===== config.mk =====
export PLATFORM = sky130hd
export DESIGN_NAME = mbd_queue
export DESIGN_NICKNAME = d
export VERILOG_FILES = /design/src/rtl/core/mbd_pkg.sv /design/src/rtl/core/mbd_queue.sv
export SDC_FILE = /design/constraint.sdc
export NUM_CORES = 1
export LEC_CHECK = 0
export BUFFER_PORTS_ARGS = -buffer_cell sky130_fd_sc_hd__buf_2
export CAP_MARGIN = 5
export CORE_MARGIN = 3
export CORE_UTILIZATION = 30
export CTS_CLUSTER_DIAMETER = 60
export DETAILED_ROUTE_END_ITERATION = 10
export PLACE_DENSITY = 0.58
export REMOVE_ABC_BUFFERS = 1
export SYNTH_ARGS = -nofsm -noshare
export SYNTH_HDL_FRONTEND = slang
export SYNTH_SLANG_ARGS = --single-unit

===== constraint.sdc =====
create_clock -name clk_i -period 3.4 [get_ports clk_i]
set_input_delay 0.34 -clock clk_i [delete_from_list [all_inputs] [get_ports clk_i]]
set_output_delay 0.34 -clock clk_i [all_outputs]
set_load 0.01 [all_outputs]

===== src/rtl/core/mbd_pkg.sv =====
`timescale 1ns / 1ps
// Shared types and address-map constants for the memory-map decoder.
package mbd_pkg;

  // RAM geometry
  localparam int unsigned MemBytes = 65536;
  localparam int unsigned MemAw    = $clog2(MemBytes);

  // Read decode boundaries
  localparam logic [15:0] AddrRomLo   = 16'h8000;
  localparam logic [15:0] AddrRom8Lo  = 16'hA000;
  localparam logic [15:0] AddrOpenLo  = 16'hC000;
  localparam logic [15:0] AddrIoLo    = 16'hFF00;
  localparam logic [15:0] AddrPort1Lo = 16'hFF20;
  localparam logic [15:0] AddrIoEnd   = 16'hFF40;
  localparam logic [15:0] AddrVecLo   = 16'hFFE0;

  // Write decode pages (address bits 15:5)
  localparam logic [10:0] PagePort0 = 11'h7F8;
  localparam logic [10:0] PagePort1 = 11'h7F9;
  localparam logic [10:0] PageCtrl  = 11'h7FE;

  // Controller register addresses
  localparam logic [15:0] AddrMapClr = 16'hFFDE;
  localparam logic [15:0] AddrMapSet = 16'hFFDF;
  localparam logic [15:0] AddrBaseLo = 16'hFFC6;
  localparam logic [15:0] AddrBaseHi = 16'hFFD3;
  localparam logic [3:0]  BaseBitOfs = 4'd3;

  // Video fetch
  localparam logic [15:0] VideoDefBase = 16'h0400;
  localparam logic [7:0]  OpenBusByte  = 8'hFF;

  typedef enum logic [1:0] {
    CMD_READ  = 2'd0,
    CMD_WRITE = 2'd1,
    CMD_VIDEO = 2'd2
  } cmd_e;

  typedef enum logic [2:0] {
    SRC_RAM     = 3'd0,
    SRC_ROM     = 3'd1,
    SRC_OPEN    = 3'd2,
    SRC_PORT0   = 3'd3,
    SRC_PORT1   = 3'd4,
    SRC_CTRL    = 3'd5,
    SRC_IGNORED = 3'd6,
    SRC_VIDEO   = 3'd7
  } src_e;

  // What the back end has to do with a queued operation
  typedef enum logic [1:0] {
    OP_FIXED  = 2'd0,
    OP_RAM_RD = 2'd1,
    OP_RAM_WR = 2'd2,
    OP_VIDEO  = 2'd3
  } op_kind_e;

  typedef struct packed {
    op_kind_e    kind;
    logic [15:0] addr;
    logic [7:0]  wdata;
    src_e        source;
    logic [7:0]  read_data;
    logic [13:0] rom_offset;
    logic        irq;
    logic        last;
  } op_t;

  // Queue status seen by the top level
  typedef struct packed {
    logic full;
    logic empty;
  } q_stat_t;

endpackage


===== src/rtl/core/mbd_queue.sv =====
`timescale 1ns / 1ps
// Two-entry queue of decoded operations between front and back end.
module mbd_queue import mbd_pkg::*; (
  input  logic    clk_i,
  input  logic    rst_ni,
  input  logic    push_i,
  input  op_t     op_i,
  input  logic    pop_i,
  output op_t     head_o,
  output q_stat_t stat_o
);

  op_t        slot_q [2];
  logic       wr_ptr_q, rd_ptr_q;
  logic [1:0] cnt_q, cnt_d;

  assign head_o       = slot_q[rd_ptr_q];
  assign stat_o.full  = (cnt_q == 2'd2);
  assign stat_o.empty = (cnt_q == 2'd0);

  always_comb begin
    cnt_d = cnt_q;
    case ({push_i, pop_i})
      2'b10:   cnt_d = cnt_q + 2'd1;
      2'b01:   cnt_d = cnt_q - 2'd1;
      default: cnt_d = cnt_q;
    endcase
  end

  // Hold payload in the slot until popped
  always_ff @(posedge clk_i) begin
    if (push_i) begin
      slot_q[wr_ptr_q] <= op_i;
    end
  end

  // Advance pointers and fill count
  always_ff @(posedge clk_i or negedge rst_ni) begin
    if (!rst_ni) begin
      wr_ptr_q <= 1'b0;
      rd_ptr_q <= 1'b0;
      cnt_q    <= 2'd0;
    end else begin
      if (push_i) begin
        wr_ptr_q <= ~wr_ptr_q;
      end
      if (pop_i) begin
        rd_ptr_q <= ~rd_ptr_q;
      end
      cnt_q <= cnt_d;
    end
  end

endmodule


==> impl.org, run 1 <==
** Drt
- Remaining antenna violation count after routing :: 0
- Number of detailed-route iterations in the first pass :: 3
- Number of remaining DRC errors :: 0
- Vias per cell :: 4.175
- The detailed router finished its first iteration with 82 violations.
- DR vias :: 2,000
- Routed wire length per instance :: 14.70 um
- Summed over all layers, the routed wires come to 7.042 mm.

** Timing
- Hold Vio Cnt, Final :: 0
- Setup violations remaining at the end of the flow were counted as 0.
- Setup repair after global routing left no endpoint under its margin.
- Highest clock rate :: 416.8 MHz
- Dividing the final minimum period by the clock period gives 0.7057.
- Headroom to the max-slew limit came out at 0.3089.
- Crit path time final :: 2399 ps
- Number of max-slew violations in the final report :: 0
- At the pin with the least slew margin, the transition time is 1037 ps.
- For the final routed database, the setup TNS stands at 0 ps.
- Across the routed clock network, the largest skew measured is 3.925 ps.

** Worst setup path
- Following the worst setup path forward leads to its endpoint at head_o[52].
- Cell depth of the worst flop-to-flop path :: 2
- Data arrival time of the critical path :: 2060 ps
- STA classifies the critical path startpoint as a register.
- Required @ worst endpoint :: 3060 ps
- The setup path with the least slack is of type register to output port.
- Peak fanout along the critical path :: 54
- Across all register-to-register paths, the minimum setup slack is 1910 ps.
- The most critical setup path has its startpoint at rd_ptr_q.
- Critical register-to-register path endpoint :: slot_q[0][32]
- The worst register-to-register path begins at wr_ptr_q.
- Crit end category :: output port

** Synth
- Warning count from the yosys run :: 0
- FF+latch count, synth :: 110
- Sequential share of the synthesized area :: 0.7709
- Post-synth ARST share :: 0.03636
- Library cell with the largest summed area after synthesis :: sky130_fd_sc_hd__edfxtp_1
- Cells after Synth :: 181
- After synthesis, the cell types taking the most area are sky130_fd_sc_hd__edfxtp_1 (75%), sky130_fd_sc_hd__mux2_4 (17%), sky130_fd_sc_hd__buf_12 (2.4%), sky130_fd_sc_hd__dfrtp_1 (2.4%), sky130_fd_sc_hd__mux2_2 (1.1%).
- Unique cell type count in the Yosys netlist :: 13
- Each instance of the synthesized netlist takes up on average 23.53 sq um.
- Yosys instantiated no cell more often than sky130_fd_sc_hd__edfxtp_1.
- Netlist Area Pre-Place :: 4259 sq um
- Post-synth top area share :: 0.7474
- The most used flip-flop cell after synthesis is sky130_fd_sc_hd__edfxtp_1.
- Number of synthesized flops with an enable pin :: 106
- By count the netlist is led by sky130_fd_sc_hd__edfxtp_1 (106), sky130_fd_sc_hd__mux2_4 (49), sky130_fd_sc_hd__buf_12 (5).

** Floorplan
- Die Width :: 125.2 um
- Std-Cell Core Area :: 13,560 sq um
- Row generation in the floorplan step produced 42 rows.
- Starting utilization of the core area :: 0.3141
- In this run the count of I/O pins placed on the die edge is 112.
- The floorplan step defined a die boundary enclosing 15,660 sq um.
- Die height :: 125.2 um

** GRT
- Total global routing overflow :: 0
- Pin count of the biggest net entering global routing :: 55
- Antenna violations before repair :: 0
- The first global-routing pass estimated 11.02 mm of wire.
- GRT Total Usage :: 0.09197
- Number of global-route vias before repair :: 2,147

** Power
- Design Power :: 0.004132 W
- Power per Cell Area :: 791.8 nW/um^2
- Worst supply voltage drop on vdd :: 0.4798 mV
- Summed over all cells, the static leakage comes to 2.078 nW.

** Clocking
- CTS tree :: yes
- CTS clock-pin slew for the worst setup and hold paths :: 60 ps
- Maximum level of the CTS H-tree :: 3
- Clk sinks :: 110
- Post-CTS repair changed the size of 0 cells.
- Number of buffers created by CTS :: 9
- Buffer depth of the longest clock path :: 2
- Root Driver :: sky130_fd_sc_hd__clkbuf_16
- At the later pin of the worst-skew pair, clock insertion delay measures 340 ps.

** Layout
- After routing the design area is 5219 sq um.
- Once layout is complete, the utilization of the core stands at 0.3849.
- The count of cells in the finished layout, fillers not included, comes to 479.
- After filler insertion, the fill cell instance count of the layout stands at 1,310.
- In the final layout, the share of cells above drive strength 1 is 0.5908.
- Total number of nets in the final design :: 358
- ANT cells :: 0
- Area Overhead vs Synth :: 22.53%

** Placement
- At the end of routability-driven placement, the weighted congestion stood at 0.6531.
- Number of input and output port buffers inserted :: 111
- Placed wire-length estimate after detailed placement :: 4.405 mm
- Cell count after placement :: 464
- Summing all placed instances gives a cell area of 4964 sq um.

** Min path
- Hold crit path type :: primary input to register

** Flow run
- Number of maximum-capacitance violations :: 0

** Outcome
- Outcome :: complete, no violations
repair_timing:
action,CTS,global route
endpoints found under the hold margin,4,0
hold buffers,1,0
setup buffers,0,0
registers in the layout (all words and copies together), names as in the netlist:
signal    cells
cnt_q         2
wr_ptr_q      1
rd_ptr_q      1
slot_q      106
cell type report:
class | count | area, sq um | share of cell area
sequential | 110 | 3287 | 0.6298
multi-input combinational | 64 | 869.6 | 0.1666
timing repair buffer | 114 | 593.1 | 0.1136
clock buffer | 10 | 229.0 | 0.04387
tap | 176 | 220.2 | 0.04220
clock inverter | 4 | 16.27 | 0.003117
inverter | 1 | 3.754 | 0.0007193
worst max-delay path: stages (launching register included):
cell and delay [ps]:
sky130_fd_sc_hd__dfrtp_4 1050, sky130_fd_sc_hd__mux2_2 420, sky130_fd_sc_hd__buf_2 140
layout by cell type (no fill, tap or decap), drive strengths merged:
cell,instances
nor2b,1
dfrtp,4
nor2,3
clkbuf,10
buf,113
ha,1
dlygate4sd3,1
inv,1
xor2,3
clkinv,4
xnor2,2
and2,1
mux2,53
edfxtp,106
per-layer routing:
layer	routed length [um]	track usage	vias to the layer above
met5	0	0	-
met1	2856	0.1006	980
met4	177	0.05166	0
met2	3581	0.1560	64
met3	427	0.03198	13
li1	-	-	943
metrics by stage:
stage               setup WS, ps  hold WS, ps
global route               911.6        163.4
floorplan                  325.3        44.41
detailed placement          1336        150.6
global placement            1364        148.7
finish                      1001        181.3
CTS                        943.2        159.0
how the worst min path moves through the flow:
stage          startpoint             to  slack (ps)  cells past startpoint
4_1_cts          op_i[36]  slot_q[0][36]         160                      1
3_3_place_gp       rst_ni       cnt_q[1]         150                      1
6_report         op_i[36]  slot_q[1][36]         180                      1
2_1_floorplan      rst_ni       cnt_q[0]          40                      0
5_1_grt          op_i[52]  slot_q[0][52]         160                      1
3_5_place_dp       rst_ni       cnt_q[0]         150                      1
where the power goes:
part	internal [W]	switching, W	total [W]	leakage [nW]
Clock	0.000480	0.000417	0.000897	0.121
Combinational	0.000702	0.000483	0.00119	0.917
Sequential	0.00180	0.000247	0.00205	1.04
cell families after synthesis:
family,share of synthesized area
buf+inv,0.02703
flops,0.7709
mux,0.1833
fa+ha+maj,0.002937
simple gates,0.005583
xor+xnor,0.01028
(Power assumes the default switching activity.)
==> inputs of run 2 (changes only) <==
==> constraint.sdc (replaced) <==
create_clock -name clk_i -period 2.35 [get_ports clk_i]
set_input_delay 0.235 -clock clk_i [delete_from_list [all_inputs] [get_ports clk_i]]
set_output_delay 0.235 -clock clk_i [all_outputs]
set_load 0.01 [all_outputs]
==> run 2 against run 1 <==
Combinational power grew 65%. Non-clock buffer count is 4 higher. Cell count increased by 1.3%. Global-route usage increased by 0.45 points. Sequential share of layout area fell by 1.2 points. Flip-flop and latch count unchanged. Worst setup slack worse by 570 ps. Sequential power is 36% higher. Register-to-register slack got worse by 900 ps. Via count up 1.2%. Clock skew is 4.0 ps higher. Largest power group unchanged.
==> impl.org, run 2 (same netlist as run 1, synthesis figures left out) <==
** Floorplan
- The area of the die is 15,660 sq um (unchanged).
- The top-level port count came to 112 (unchanged).
- The starting density of the core was 0.3141 (unchanged).
- The die boundary height is 125.2 um (unchanged).
- Number of rows in the core area :: 42 (unchanged)
- Die Width :: 125.2 um (unchanged)
- The core area is 13,560 sq um (unchanged).

** Clocking
- Hold-fix buffers, CTS :: 1 (unchanged)
- In this run the clock root is driven by a sky130_fd_sc_hd__clkbuf_16.
- The clock transition at the register clock pins on the worst setup and hold paths after CTS came to 70 ps (about the same).
- The post-CTS setup-driven buffer insertion count came to 0 (unchanged).
- Clock network latency to the later pin of the worst-skew pair :: 340 ps (about the same)
- Clk sinks :: 110 (unchanged)
- Buffer depth of the longest clock path :: 2 (unchanged)
- CTS tree :: yes
- Gates resized, CTS repair :: 0 (unchanged)
- The clock buffer count from CTS was 9 (unchanged).
- Maximum level of the CTS H-tree :: 3 (unchanged)

** Layout
- The library cells used most frequently in the layout, excluding fill and tap cells, are sky130_fd_sc_hd__buf_2 (111), sky130_fd_sc_hd__edfxtp_1 (106), sky130_fd_sc_hd__mux2_4 (49), sky130_fd_sc_hd__clkbuf_16 (9).
- Most flop-heavy register :: slot_q
- Number of filler instances in the final layout :: 1,276 (-2.6%)
- ANT cells :: 0 (unchanged)
- Share of post-route cells with drive strength above 1 :: 0.6019 (+0.01118)
- The post-route non-filler standard cell count was 485 (+1.3%).
- From synthesis to final layout, the design area changed by 24.97%.
- Total number of nets in the final design :: 362 (+1.1%)
- Registers with the highest flip-flop counts :: slot_q (106), cnt_q (2)
- The library cell used most frequently in the layout, excluding fill and tap cells, is sky130_fd_sc_hd__buf_2.
- The share of the core filled with cells came to 0.3926 (+0.007659).
- The number of flip-flops under the largest register name came to 106 (unchanged).

** Timing
- Part of the cycle the worst path needs :: 0.8157
- Number of max-slew violations in the final report :: 0 (unchanged)
- Headroom to the max-slew limit :: 0.7101 (+0.4012)
- Setup repair after global routing left no endpoint under its margin.
- For this run, the top clock speed supported by timing is 521.7 MHz.
- Final setup violation count :: 0 (unchanged)
- Pin slew with the least headroom to its limit :: 434.9 ps (-601.8 ps)
- The aggregate negative setup slack came to 0 ps (unchanged).
- The final worst setup slack came to 433.0 ps (-567.7 ps).
- Crit path time final :: 1917 ps
- Hold Vio Cnt, Final :: 0 (unchanged)
- Post-Route Skew :: 7.923 ps (+3.998 ps)

** Drt
- Vias per cell :: 4.173 (about the same)
- The wire length reported by the detailed router was 7.231 mm (+2.7%).
- The detail-routed net length per standard cell came to 14.91 um (+1.4%).
- DR vias :: 2,024 (+1.2%)
- DR iter-0 viols :: 106 (+29%)
- The count of nets left with antenna violations after detail routing was 0 (unchanged).
- The detailed-router iteration count before antenna repair is 4 (+1).
- Number of remaining DRC errors :: 0 (unchanged)

** Flow run
- Number of maximum-capacitance violations :: 0 (unchanged)

** Worst setup path
- First element of the critical path :: rd_ptr_q
- Data arrival time of the critical path :: 1680 ps (-380 ps)
- STA classifies the critical path startpoint as a register.
- Worst path slowest cell :: sky130_fd_sc_hd__dfrtp_4
- Crit end category :: output port
- Cell depth of the worst flop-to-flop path :: 2 (unchanged)
- Series of cell instances along the critical path :: buf_12 > mux2_2 > buf_2
- The endpoint required time on the critical path is 2120 ps (-940 ps).
- In this run the critical register-to-register path is launched from wr_ptr_q.
- Class of the most critical setup path :: register to output port
- Internal reg-to-reg setup slack :: 1010 ps (-900 ps)
- The cell depth of the worst setup path was 3 (+1).
- The buffering stage count on the worst path with inverters included came to 2 (+1).
- Worst path top cell family by delay :: flip-flops
- The worst stage delay on the critical path was 590 ps (-460 ps).
- The largest fanout on the critical path is 22 (-59%).

** Min path
- The worst hold path begins at op_i[5].
- The number of stages on the worst hold path came to 1 (unchanged).
- Hold crit path type :: primary input to register

** Placement
- The count of placed standard cells including taps came to 468 (+0.86%).
- Routability Congestion :: 0.6434 (-1.5%)
- The HPWL after detailed placement is 4.947 mm (+12%).
- Number of input and output port buffers inserted :: 111 (unchanged)
- The worst slack at placement is 778.3 ps (-557.7 ps).

** Power
- The total power per unit cell area came to 1183 nW/um^2 (+49%).
- Worst supply voltage drop on vdd :: 0.4405 mV (-8.2%)
- The total leakage power was 2.134 nW (+2.7%).

** GRT
- GRT Total Usage :: 0.09648 (+0.004501)
- Total global routing overflow :: 0 (unchanged)
- The largest net degree at the start of global routing was 30 (-45%).
- Antenna violations before repair :: 0 (unchanged)
- Wire length of the first global-routing pass :: 11.56 mm (+4.9%)
- The via count of the first global-routing pass was 2,223 (+3.5%).

** Outcome
- The run finished with clean final reports.
-- run 2: worst register-to-register path, cell delays in order (launching register included) --
cell                      delay [ps]
sky130_fd_sc_hd__dfrtp_1         410
sky130_fd_sc_hd__and2_2          170
sky130_fd_sc_hd__buf_4           380
-- run 2: power breakdown --
group / internal, W / total, W / switching, W
registers: 0.00261 / 0.00278 / 0.000169
clock network: 0.000927 / 0.00156 / 0.000628
logic: 0.00105 / 0.00196 / 0.000912
-- run 2: final timing paths --
kind | endpoint
worst min-delay path | slot_q[0][5]
worst min register to register | cnt_q[1]
worst max register to register | slot_q[1][8]
min in group asynchronous | cnt_q[1]
worst max-delay path | head_o[48]
max in group asynchronous | rd_ptr_q
-- run 2: stage by stage --
| step | total power (W) | hold slack, ps | instance area [sq um] |
|---|---|---|---|
| after floorplan | 0.004167 | -60.59 | 4148 |
| after global placement | 0.004822 | 45.57 | 5006 |
| after detailed placement | 0.004847 | 47.25 | 5006 |
| after CTS | 0.006430 | 54.05 | 5323 |
| after global routing | 0.006643 | 59.72 | 5323 |
| final | 0.006296 | 77.05 | 5323 |
-- run 2: final cells by class --
class	instances	area, sq um	share of cell area
sequential	110	3287	0.6175
multi-input combinational	64	869.6	0.1634
clock inverter	5	73.82	0.01387
tap	176	220.2	0.04137
inverter	1	3.754	0.0007052
timing repair buffer	118	635.6	0.1194
clock buffer	11	232.7	0.04372
-- run 2: per-layer routing --
layer	global-route usage	share of wire	wire (um)
met1	0.1113	0.41	2934
met3	0.03454	0.067	484
met4	0.05166	0.021	150
met5	0	0	0
met2	0.1575	0.51	3661
