$ cat config.mk
export PLATFORM = sky130hd
export DESIGN_NAME = mbd_front
export DESIGN_NICKNAME = d
export VERILOG_FILES = /design/src/rtl/core/mbd_pkg.sv /design/src/rtl/core/mbd_front.sv
export SDC_FILE = /design/constraint.sdc
export NUM_CORES = 1
export LEC_CHECK = 0
export BUFFER_PORTS_ARGS = -buffer_cell sky130_fd_sc_hd__buf_2
export CELL_PAD_IN_SITES_DETAIL_PLACEMENT = 1
export CELL_PAD_IN_SITES_GLOBAL_PLACEMENT = 1
export CORE_ASPECT_RATIO = 1.1
export CORE_MARGIN = 4
export CORE_UTILIZATION = 30
export CTS_CLUSTER_DIAMETER = 30
export DETAILED_ROUTE_END_ITERATION = 16
export GPL_TIMING_DRIVEN = 0
export PLACE_DENSITY = 0.76
export SETUP_SLACK_MARGIN = 0.5
export SLEW_MARGIN = 20
export SYNTH_ARGS = -nofsm -noshare
export SYNTH_HDL_FRONTEND = slang
export SYNTH_SLANG_ARGS = --single-unit
$ cat constraint.sdc
create_clock -name clk_i -period 3.3 [get_ports clk_i]
set_clock_uncertainty 0.05 [all_clocks]
set_input_delay 0.495 -clock clk_i [delete_from_list [all_inputs] [get_ports clk_i]]
set_output_delay 0.495 -clock clk_i [all_outputs]
set_load 0.01 [all_outputs]
$ cat src/rtl/core/mbd_pkg.sv
`timescale 1ns / 1ps
// Shared types and address-map constants for the memory-map decoder.
package mbd_pkg;

  // RAM geometry
  localparam int unsigned MemBytes = 65536;
  localparam int unsigned MemAw    = $clog2(MemBytes);

  // Read decode boundaries
  localparam logic [15:0] AddrRomLo   = 16'h8000;
  localparam logic [15:0] AddrRom8Lo  = 16'hA000;
  localparam logic [15:0] AddrOpenLo  = 16'hC000;
  localparam logic [15:0] AddrIoLo    = 16'hFF00;
  localparam logic [15:0] AddrPort1Lo = 16'hFF20;
  localparam logic [15:0] AddrIoEnd   = 16'hFF40;
  localparam logic [15:0] AddrVecLo   = 16'hFFE0;

  // Write decode pages (address bits 15:5)
  localparam logic [10:0] PagePort0 = 11'h7F8;
  localparam logic [10:0] PagePort1 = 11'h7F9;
  localparam logic [10:0] PageCtrl  = 11'h7FE;

  // Controller register addresses
  localparam logic [15:0] AddrMapClr = 16'hFFDE;
  localparam logic [15:0] AddrMapSet = 16'hFFDF;
  localparam logic [15:0] AddrBaseLo = 16'hFFC6;
  localparam logic [15:0] AddrBaseHi = 16'hFFD3;
  localparam logic [3:0]  BaseBitOfs = 4'd3;

  // Video fetch
  localparam logic [15:0] VideoDefBase = 16'h0400;
  localparam logic [7:0]  OpenBusByte  = 8'hFF;

  typedef enum logic [1:0] {
    CMD_READ  = 2'd0,
    CMD_WRITE = 2'd1,
    CMD_VIDEO = 2'd2
  } cmd_e;

  typedef enum logic [2:0] {
    SRC_RAM     = 3'd0,
    SRC_ROM     = 3'd1,
    SRC_OPEN    = 3'd2,
    SRC_PORT0   = 3'd3,
    SRC_PORT1   = 3'd4,
    SRC_CTRL    = 3'd5,
    SRC_IGNORED = 3'd6,
    SRC_VIDEO   = 3'd7
  } src_e;

  // What the back end has to do with a queued operation
  typedef enum logic [1:0] {
    OP_FIXED  = 2'd0,
    OP_RAM_RD = 2'd1,
    OP_RAM_WR = 2'd2,
    OP_VIDEO  = 2'd3
  } op_kind_e;

  typedef struct packed {
    op_kind_e    kind;
    logic [15:0] addr;
    logic [7:0]  wdata;
    src_e        source;
    logic [7:0]  read_data;
    logic [13:0] rom_offset;
    logic        irq;
    logic        last;
  } op_t;

  // Queue status seen by the top level
  typedef struct packed {
    logic full;
    logic empty;
  } q_stat_t;

endpackage

$ cat src/rtl/core/mbd_front.sv
`timescale 1ns / 1ps
// Front end: holds map mode, display base and ROM size, and classifies each beat.
module mbd_front import mbd_pkg::*; (
  input  logic        clk_i,
  input  logic        rst_ni,
  input  logic        cfg_valid_i,
  input  logic        cfg_data_i,
  input  logic        push_i,
  input  logic [1:0]  command_i,
  input  logic [15:0] address_i,
  input  logic [7:0]  write_data_i,
  input  logic        burst_last_i,
  output op_t         op_o
);

  logic       rom16_q, rom16_d;
  logic       all_ram_q, all_ram_d;
  logic [6:0] base_q, base_d;

  // Fill a ROM-window read: 16K image, upper 8K of an 8K image, else open bus
  function automatic op_t rom_fill(op_t op_in, logic [15:0] a, logic rom16);
    op_t op;
    op = op_in;
    if (rom16) begin
      op.source     = SRC_ROM;
      op.rom_offset = a[13:0];
    end else if (a >= AddrRom8Lo) begin
      op.source     = SRC_ROM;
      op.rom_offset = {1'b0, a[12:0]};
    end else begin
      op.source    = SRC_OPEN;
      op.read_data = OpenBusByte;
    end
    return op;
  endfunction

  // Decode the beat and work out controller register updates
  always_comb begin
    op_t         op;
    logic [15:0] base_addr;
    logic [3:0]  bit_sel;
    logic        ram_ok;
    op            = '0;
    op.addr       = address_i;
    op.wdata      = write_data_i;
    op.kind       = OP_FIXED;
    op.source     = SRC_IGNORED;
    all_ram_d     = all_ram_q;
    base_d        = base_q;
    base_addr     = (base_q != 7'd0) ? {base_q, 9'd0} : VideoDefBase;
    bit_sel       = address_i[4:1] - BaseBitOfs;
    ram_ok        = (address_i < AddrRomLo) || (all_ram_q && (address_i < AddrIoLo));
    case (command_i)
      CMD_READ: begin
        if (ram_ok) begin
          op.kind   = OP_RAM_RD;
          op.source = SRC_RAM;
        end else if (address_i < AddrOpenLo) begin
          op = rom_fill(op, address_i, rom16_q);
        end else if (address_i < AddrIoLo) begin
          op.source    = SRC_OPEN;
          op.read_data = OpenBusByte;
        end else if (address_i < AddrPort1Lo) begin
          op.source = SRC_PORT0;
          op.irq    = ~address_i[0];
        end else if (address_i < AddrIoEnd) begin
          op.source = SRC_PORT1;
          op.irq    = ~address_i[0];
        end else if (address_i >= AddrVecLo) begin
          op = rom_fill(op, address_i, rom16_q);
        end else begin
          op.source    = SRC_OPEN;
          op.read_data = OpenBusByte;
        end
      end
      CMD_WRITE: begin
        if (address_i[15:5] == PagePort0) begin
          op.source = SRC_PORT0;
          op.irq    = address_i[0];
        end else if (address_i[15:5] == PagePort1) begin
          op.source = SRC_PORT1;
          op.irq    = address_i[0];
        end else if (address_i[15:5] == PageCtrl) begin
          op.source = SRC_CTRL;
          if (address_i == AddrMapClr) begin
            all_ram_d = 1'b0;
          end else if (address_i == AddrMapSet) begin
            all_ram_d = 1'b1;
          end
          if ((address_i >= AddrBaseLo) && (address_i <= AddrBaseHi)) begin
            base_d[bit_sel[2:0]] = address_i[0];
          end
        end else if (ram_ok) begin
          op.kind   = OP_RAM_WR;
          op.source = SRC_RAM;
        end else begin
          op.source = SRC_IGNORED;
        end
      end
      CMD_VIDEO: begin
        op.kind   = OP_VIDEO;
        op.source = SRC_VIDEO;
        op.addr   = base_addr + address_i;
        op.last   = burst_last_i;
      end
      default: begin
        op.source = SRC_IGNORED;
      end
    endcase
    op_o = op;
  end

  assign rom16_d = cfg_valid_i ? cfg_data_i : rom16_q;

  // Load ROM size on cfg_valid_i; advance controller state only on accepted beats
  always_ff @(posedge clk_i or negedge rst_ni) begin
    if (!rst_ni) begin
      rom16_q   <= 1'b0;
      all_ram_q <= 1'b0;
      base_q    <= 7'd0;
    end else begin
      rom16_q <= rom16_d;
      if (push_i) begin
        all_ram_q <= all_ram_d;
        base_q    <= base_d;
      end
    end
  end

endmodule

==> reports/qor.yml, run 1 <==
grt_overflow: 0
syn-instance-count: 194
area_growth_pct: 40.8
post-route-util_pct: 44.4
yosys-top-cells-count: "buf_4, and2_1, nor2_1"
max_slew.worst_pin.slew_ps: 506
p_total_uw: 412
core_area_sq_um: 4720
gp_congestion: 0.753
hpwl_um: 3920
rsz0062_at_grt: "true"
cts_num_sinks: 9
worstReg2RegEnd: "base_q[4]"
portBuffers: 75
drt-initial-drc-count: 52
drc: 0
ir_drop_mv: 0.167
grt_pass1_wl_um: 7550
ys_seq_area_share_pct: 15.2
crit_fanout: 3
ff2ff_path_depth: 2
start_util_pct: 31.5
cts_tree: "built"
cp.required_ps: 2750
drtAntennaViolNets: 0
regArea_sq_um: 225
start_kind: "register"
synth_top_flop_cell: "dfrtp_1"
crit_arrival_ps: 2170
grt_pass1_vias: 1694
synth_top_area_share_pct: 15.2
timing.final.max_slew_violations: 0
die_h_um: 81.8
track_usage_pct: 15.3
vias: 1693
io_pins: 85
worstSkewPairLatency_ps: 230
synth_edf_count: 0
cp_cell_sequence: "nor2_1 > a31o_2 > ha_1 > a21o_1 > a31o_2 > a2111oi_2 > nand3b_1 > buf_2"
slew-limit-headroom_pct: 65.9
die_x_um: 75.1
cp_slowest_cell: "dfrtp_1"
synth.most_common_cell: "buf_4"
critical_path.max_stage_delay_ps: 370
p_leak_uw: 0.00112
holdBufCountCts: 0
min_period_ps: 2710
reg2reg_slack_ps: 2310
drv_cap: 0
outcome: "finished clean"
finalSetupViolations: 0
ys_seq_elements: 9
die_area_sq_um: 6150
post-route-period-util_pct: 82.3
synthesis.area_sq_um: 1490
rows: 26
yosys.cell_types.count: 50
numCtsBuffers: 3
clock_path_buffers: 2
hold_violations: 0
async_reset_ff_share_pct: 100
cp_common_cell: "a31o_2"
antenna_found_initial: 0
tns_ps: 0
avgSynthCellArea_sq_um: 7.66
grt_max_degree: 11
wl_per_cell_um: 14.2
layout.nets: 323
synth_top_cell_by_area: "dfrtp_1"
cellPowerDensity_nw_per_um2: 197
cts_max_level: 1
num-fill-cells: 620
syn-num-nets: 234
wirelength_um: 4800
first_pass_iters: 4
fmax_mhz: 368
critPathKind: "register to output port"
diodes: 0
multi_input_area_sq_um: 1030
hp-class: "input pin to asynchronous set/reset pin"
synth_area_leaders: "dfrtp_1, buf_4, and2_1, ha_1, mux2_2"
endpoint_kind: "output port"
drive_gt1_share_pct: 47.5
routed_via_density: 5.01
clkSlewWorstSetupHoldPaths_ps: 40
clock-root-buffer: "clkbuf_8"
ys_warn_count: 0
reg2reg_from: "base_q[4]"
==> cells in the final DEF (no fill, tap or decap), drive strengths merged, types with 9 or more instances in the layout <==
| master | instances |
|---|---|
| inv | 10 |
| nand2 | 12 |
| dfrtp | 9 |
| clkbuf | 14 |
| nand3 | 9 |
| mux2 | 9 |
| o21ai | 10 |
| buf | 110 |
| nor2 | 13 |
| and2 | 15 |
==> registers in the layout, summed over array words and instances, names as in the netlist <==
signal,flops
rom16_q,1
base_q,7
all_ram_q,1
==> critical path, delay by kind of cell, from the launching register on <==
kind | cells | cell delay, ps
AOI/OAI and AO/OA | 4 | 980
adders and majority gates | 1 | 270
buffers and inverters | 1 | 130
DFF | 1 | 370
and+or+nand+nor | 2 | 200
==> through the flow <==
step	cells	hold slack, ps	cell area, sq um	setup slack, ps
global route	338	77.3	2090	490
CTS	331	63.3	2030	512
global placement	325	304	1940	368
detailed placement	325	307	1940	344
finish	338	61.9	2090	585
floorplan	194	149	1490	818
==> where the power goes <==
part / switching [uW] / total [uW] / internal, uW
Clock: 40.8 / 125 / 83.9
Sequential: 1.22 / 113 / 112
Combinational: 95.4 / 174 / 79.0
Total: 137 / 412 / 275
==> layer usage <==
metal	track usage [%]	up-vias	part of all wire, %	wire length, um
met3	1.59	3	5.4	261
met5	0	-	0	0
met2	27.9	47	51	2460
met4	2.14	0	0.33	16
li1	-	841	-	-
met1	19.4	802	43	2060
==> what timing repair did <==
action                                 in CTS  in global routing
resized for setup                           4                  3
setup endpoints to repair                  10                 11
pin swaps                                   1                 10
buffers inserted                            2                  7
endpoints found under the hold margin       0                  0
==> worst max path at each step <==
stage | start | end | slack [ps]
final | base_q[4] | op_o[49] | 590
after global placement | address_i[13] | op_o[18] | 370
after floorplan | address_i[12] | op_o[17] | 820
after CTS | base_q[5] | op_o[50] | 510
after detailed placement | address_i[13] | op_o[18] | 340
after global routing | base_q[2] | op_o[50] | 490
==> area by class of cell <==
type,instances,area share (%)
sequential,9,10.8
tap,56,3.35
timing repair buffer,84,21.2
multi-input combinational,139,49.4
inverter,10,1.79
clock buffer,4,2.15
buffer,36,11.4
==> cell families after synthesis <==
logic type / after synthesis / synth area share, %
and+or+nand+nor: 74 / 28.8
buffers and inverters: 46 / 18.5
AOI/OAI and AO/OA: 41 / 19.3
muxes: 10 / 7.49
DFF: 9 / 15.2
adders and majority gates: 8 / 7.24
xor gates and xnor gates: 6 / 3.54
Power figures use the tool's default switching activity.
==> run 2: changes to the inputs <==
ABC_AREA = 1   (was unset)
CORE_UTILIZATION = 26   (was 30)
PLACE_DENSITY = 0.72   (was 0.76)
clock period = 2.23 ns   (was 3.3 ns; I/O delays follow)
==> reports/qor.yml, run 2 <==
synth_area_leaders: "nand2_1, dfrtp_1, buf_4, inv_1, nor2_1"
antenna_found_initial: 0
clock-root-buffer: "clkbuf_8"
layout.nets: 409
critPathKind: "register to output port"
layout.cells.non_filler: 445
violations: "negative setup slack"
clkSlewWorstSetupHoldPaths_ps: 50
async_reset_ff_share_pct: 100
ys_seq_area_share_pct: 14.4
cp-endpoint: "op_o[50]"
cellInternalPower_uw: 482
worstSkewPairLatency_ps: 240
crit_start: "base_q[3]"
grt_pass1_wl_um: 9730
area_growth_pct: 80.9
cp.required_ps: 1850
track_usage_pct: 17.1
drc: 0
syn-instance-count: 263
yosys.cell_types.count: 32
timing.final.max_slew_violations: 0
finalSetupViolations: 6
drt-initial-drc-count: 52
worstReg2RegEnd: "base_q[3]"
start_kind: "register"
yosys-top-cells-count: "nand2_1, inv_1, nor2_1"
reg2reg_slack_ps: 1340
gp_congestion: 0.830
wirelength_um: 6460
rows: 29
grt_max_degree: 11
slew-limit-headroom_pct: 54.7
max_slew.worst_pin.slew_ps: 679
tns_ps: -1380
dp_cells: 416
num-fill-cells: 750
grt_overflow: 0
ir_drop_mv: 0.238
hold_violations: 0
hp-class: "input pin to register"
diodes: 0
synth_edf_count: 0
fmax_mhz: 390
die_x_um: 82.0
crit_arrival_ps: 2180
cellPowerDensity_nw_per_um2: 277
reg.largest.list: "base_q (7), all_ram_q (1), rom16_q (1)"
outcome: "finished with violations"
seqPwrFrac_pct: 21.3
drtAntennaViolNets: 0
post-route-period-util_pct: 115
preCtsSetupSlack_ps: -187
post-route-util_pct: 48.8
hpwl_um: 4450
grt_pass1_vias: 2139
rsz0062_at_grt: "true"
ys_seq_elements: 9
synth_top_area_share_pct: 15.6
power.share.clock_pct: 25.2
cts_tree: "built"
cts_num_sinks: 9
p_comb_share_pct: 53.5
ff2ff_path_depth: 5
endpoint_kind: "output port"
synth_top_flop_cell: "dfrtp_1"
first_pass_iters: 5
synthesis.area_sq_um: 1570
setup_ws_ps: -335
swShare_pct: 38.5
reg2reg_from: "base_q[3]"
largest-register: "base_q"
die_area_sq_um: 7330
die_h_um: 89.4
cts_max_level: 1
syn-num-nets: 303
wl_per_cell_um: 14.5
clock_path_buffers: 2
min_period_ps: 2560
crit_fanout: 3
start_util_pct: 27.0
io_pins: 85
p_total_uw: 784
drv_cap: 0
p_leak_uw: 0.00150
avgSynthCellArea_sq_um: 5.95
portBuffers: 76
core_area_sq_um: 5810
mostFrequentLayoutCells: "nand2_1, buf_2, inv_1"
vias: 2040
routed_via_density: 4.58
drive_gt1_share_pct: 52.2
numCtsBuffers: 3
power_switching_uw: 302
synth_top_cell_by_area: "nand2_1"
final_common_cell: "nand2_1"
largest_reg_flops: 7
ys_warn_count: 0
synth.most_common_cell: "nand2_1"
-- run 2: logic make-up after synthesis --
family                     count (synthesis)  synth area share, %
AOI/OAI and AO/OA                         25                 9.91
adders and majority gates                  8                 6.87
xor gates and xnor gates                   4                 2.24
and+or+nand+nor                          140                 41.9
DFF                                        9                 14.4
buffers and inverters                     77                 24.7
-- run 2: how the worst min path moves through the flow --
| stage | slack (ps) | depth (start not counted) | endpoint | start |
|---|---|---|---|---|
| 6_report | 250 | 2 | rom16_q | cfg_valid_i |
| 5_1_grt | 250 | 2 | rom16_q | cfg_valid_i |
| 4_1_cts | 250 | 2 | rom16_q | cfg_valid_i |
| 3_5_place_dp | 160 | 1 | base_q[3] | rst_ni |
| 3_3_place_gp | 150 | 1 | base_q[1] | rst_ni |
| 2_1_floorplan | -10 | 0 | all_ram_q | rst_ni |
-- run 2: per-layer routing --
metal | track usage (%) | share of wire, %
met1 | 17.7 | 39
met2 | 34.9 | 55
met3 | 2.22 | 5.2
met4 | 4.83 | 0.74
met5 | 0 | 0
-- run 2: metrics by stage --
step / hold WS [ps] / instance area (sq um)
CTS: 245 / 2620
global placement: 151 / 2140
detailed placement: 160 / 2140
finish: 247 / 2830
global route: 251 / 2830
floorplan: -11.1 / 1670
-- run 2: area by class of cell --
class / count / area, sq um / share of cell area (%)
Timing Repair Buffer: 101 / 781 / 27.6
Buffer: 30 / 241 / 8.53
Clock buffer: 4 / 45.0 / 1.59
Sequential cell: 9 / 225 / 7.95
Multi-Input combinational cell: 177 / 1260 / 44.6
Tap cell: 77 / 96.3 / 3.40
Inverter: 47 / 180 / 6.36
-- run 2: power by group through the flow --
stage	Sequential, uW	Clock [uW]	Combinational [uW]
finish	167	198	419
global route	167	214	456
CTS	167	206	377
detailed placement	169	0	305
global placement	169	0	300
floorplan	169	0	187
-- run 2: critical path: stages (launching register included) --
cell	delay (ps)
dfrtp_1	400
nor4_2	280
nand3_1	120
nand2_2	100
inv_2	40
fa_2	330
inv_2	80
nand4_1	80
nand3_1	110
xor2_1	150
nand2_1	80
nand2_2	70
buf_6	90
-- run 2: repair_timing --
action                                  4_1_cts  5_1_grt
endpoints found under the hold margin         9        0
resized for setup                            66       36
cloned                                        1        0
endpoints found under the setup margin       36       39
pin swaps                                    21       12
hold buffers                                  1        0
setup buffers                                17        6
==> run 3: changes to the inputs <==
PLACE_DENSITY = 0.77   (was 0.72)
==> reports/qor.yml, run 3 (same netlist as run 2, synthesis figures left out) <==
outcome: "finished with violations"
violations: "negative setup slack"
finalSetupViolations: 6
hp-class: "input pin to register"
slew-limit-headroom_pct: 56.4
grt_overflow: 0
final_common_cell: "nand2_1"
max_slew.worst_pin.slew_ps: 653
ir_drop_mv: 0.232
num-fill-cells: 739
p_leak_uw: 0.00153
grt_pass1_wl_um: 9830
drc: 0
crit_arrival_ps: 2300
layout.nets: 410
die_x_um: 82.0
drive_gt1_share_pct: 52.8
hold_violations: 0
grt_pass1_vias: 2094
hpwl_um: 4330
mostFrequentLayoutCells: "nand2_1, buf_2, inv_1"
holdPathEnd: "rom16_q"
cts_max_level: 1
drv_cap: 0
grtUsageMet1_pct: 17.9
cp.required_ps: 1850
hold_depth: 2
clock_path_buffers: 2
largest_reg_flops: 7
start_util_pct: 27.0
worstSkewPairLatency_ps: 240
die_h_um: 89.4
numCtsBuffers: 3
io_pins: 85
die_area_sq_um: 7330
cts_tree: "built"
rsz0062_at_grt: "true"
reg2reg_from: "base_q[6]"
wl_per_cell_um: 16.8
core_area_sq_um: 5810
min_period_ps: 2690
first_pass_iters: 4
vias: 2140
crit_fanout: 3
clkSlewWorstSetupHoldPaths_ps: 50
endpoint_kind: "output port"
use_met2_pct: 35.3
fmax_mhz: 372
gp_congestion: 0.849
layout.cells.non_filler: 446
dp_cells: 416
tns_ps: -2070
routed_via_density: 4.80
clock-root-buffer: "clkbuf_8"
fin_hold_ws_ps: 249
area_growth_pct: 82.7
setup_ws_ps: -457
grt_max_degree: 11
reg.largest.list: "base_q (7), all_ram_q (1), rom16_q (1)"
reg2reg_slack_ps: 1330
busiest_layer: "met2"
track_usage_pct: 17.2
post-route-period-util_pct: 120
ff2ff_path_depth: 5
timing.final.max_slew_violations: 0
drt-initial-drc-count: 109
antenna_found_initial: 0
drtAntennaViolNets: 0
worstReg2RegEnd: "base_q[6]"
grt.met3_usage_pct: 1.81
cellPowerDensity_nw_per_um2: 278
portBuffers: 76
hold_start: "cfg_valid_i"
post-route-util_pct: 49.2
wirelength_um: 7480
cts_num_sinks: 9
start_kind: "register"
rows: 29
critPathKind: "register to output port"
diodes: 0
largest-register: "base_q"
[run 3: cell types whose count changed in the layout (fill, tap and decap cells not counted), sizes merged]
cell    previous run  this run
buf              124       126
clkbuf            10         9
[run 3: critical path: stages (launching register included)]
cell and delay, ps:
dfrtp_1 400, nor4_1 300, nand3_1 130, nand2_2 110, inv_2 40, fa_2 330
inv_2 90, nand2_2 60, a21oi_2 180, o21ai_1 90, nand2_1 110, o22ai_2 70
buf_2 160
[run 3: timing repair]
item | CTS | global route
hold buffers | 1 | 0
pin swaps | 16 | 21
buffers inserted | 13 | 11
endpoints found under the setup margin | 36 | 40
cloned | 1 | 0
hold endpoints to repair | 9 | 0
gates resized for setup | 64 | 51
[run 3: area by class of cell]
| cell class | count | area [sq um] | area share (%) |
|---|---|---|---|
| Inverter | 47 | 185 | 6.48 |
| Multi-Input combinational cell | 177 | 1250 | 43.7 |
| Clock buffer | 4 | 45.0 | 1.58 |
| Buffer | 30 | 241 | 8.45 |
| Tap cell | 77 | 96.3 | 3.37 |
| Timing Repair Buffer | 102 | 817 | 28.6 |
| Sequential cell | 9 | 225 | 7.88 |
[run 3: worst max path at each step]
stage | depth (start not counted) | slack, ps | start | endpoint
floorplan | 11 | 150 | base_q[6] | op_o[50]
finish | 12 | -460 | base_q[4] | op_o[48]
global route | 12 | -600 | base_q[4] | op_o[48]
detailed placement | 12 | -150 | base_q[6] | op_o[50]
global placement | 12 | -160 | base_q[6] | op_o[50]
CTS | 12 | -330 | base_q[6] | op_o[50]
[run 3: through the flow]
stage / setup slack, ps / cell area (sq um) / total power [uW]
detailed placement: -152 / 2140 / 473
floorplan: 146 / 1670 / 356
CTS: -326 / 2570 / 739
finish: -457 / 2860 / 793
global placement: -156 / 2140 / 467
global route: -596 / 2860 / 842
[run 3: power breakdown]
part	internal, uW	switching [uW]	total, uW
Sequential	165	1.64	167
Clock	125	69.9	195
Combinational	195	237	431
[run 3: per-layer routing]
| layer | vias up | wire [um] |
|---|---|---|
| met5 | - | 0 |
| met4 | 0 | 180 |
| met3 | 17 | 330 |
| met2 | 73 | 4340 |
| met1 | 1025 | 2630 |
| li1 | 1025 | - |
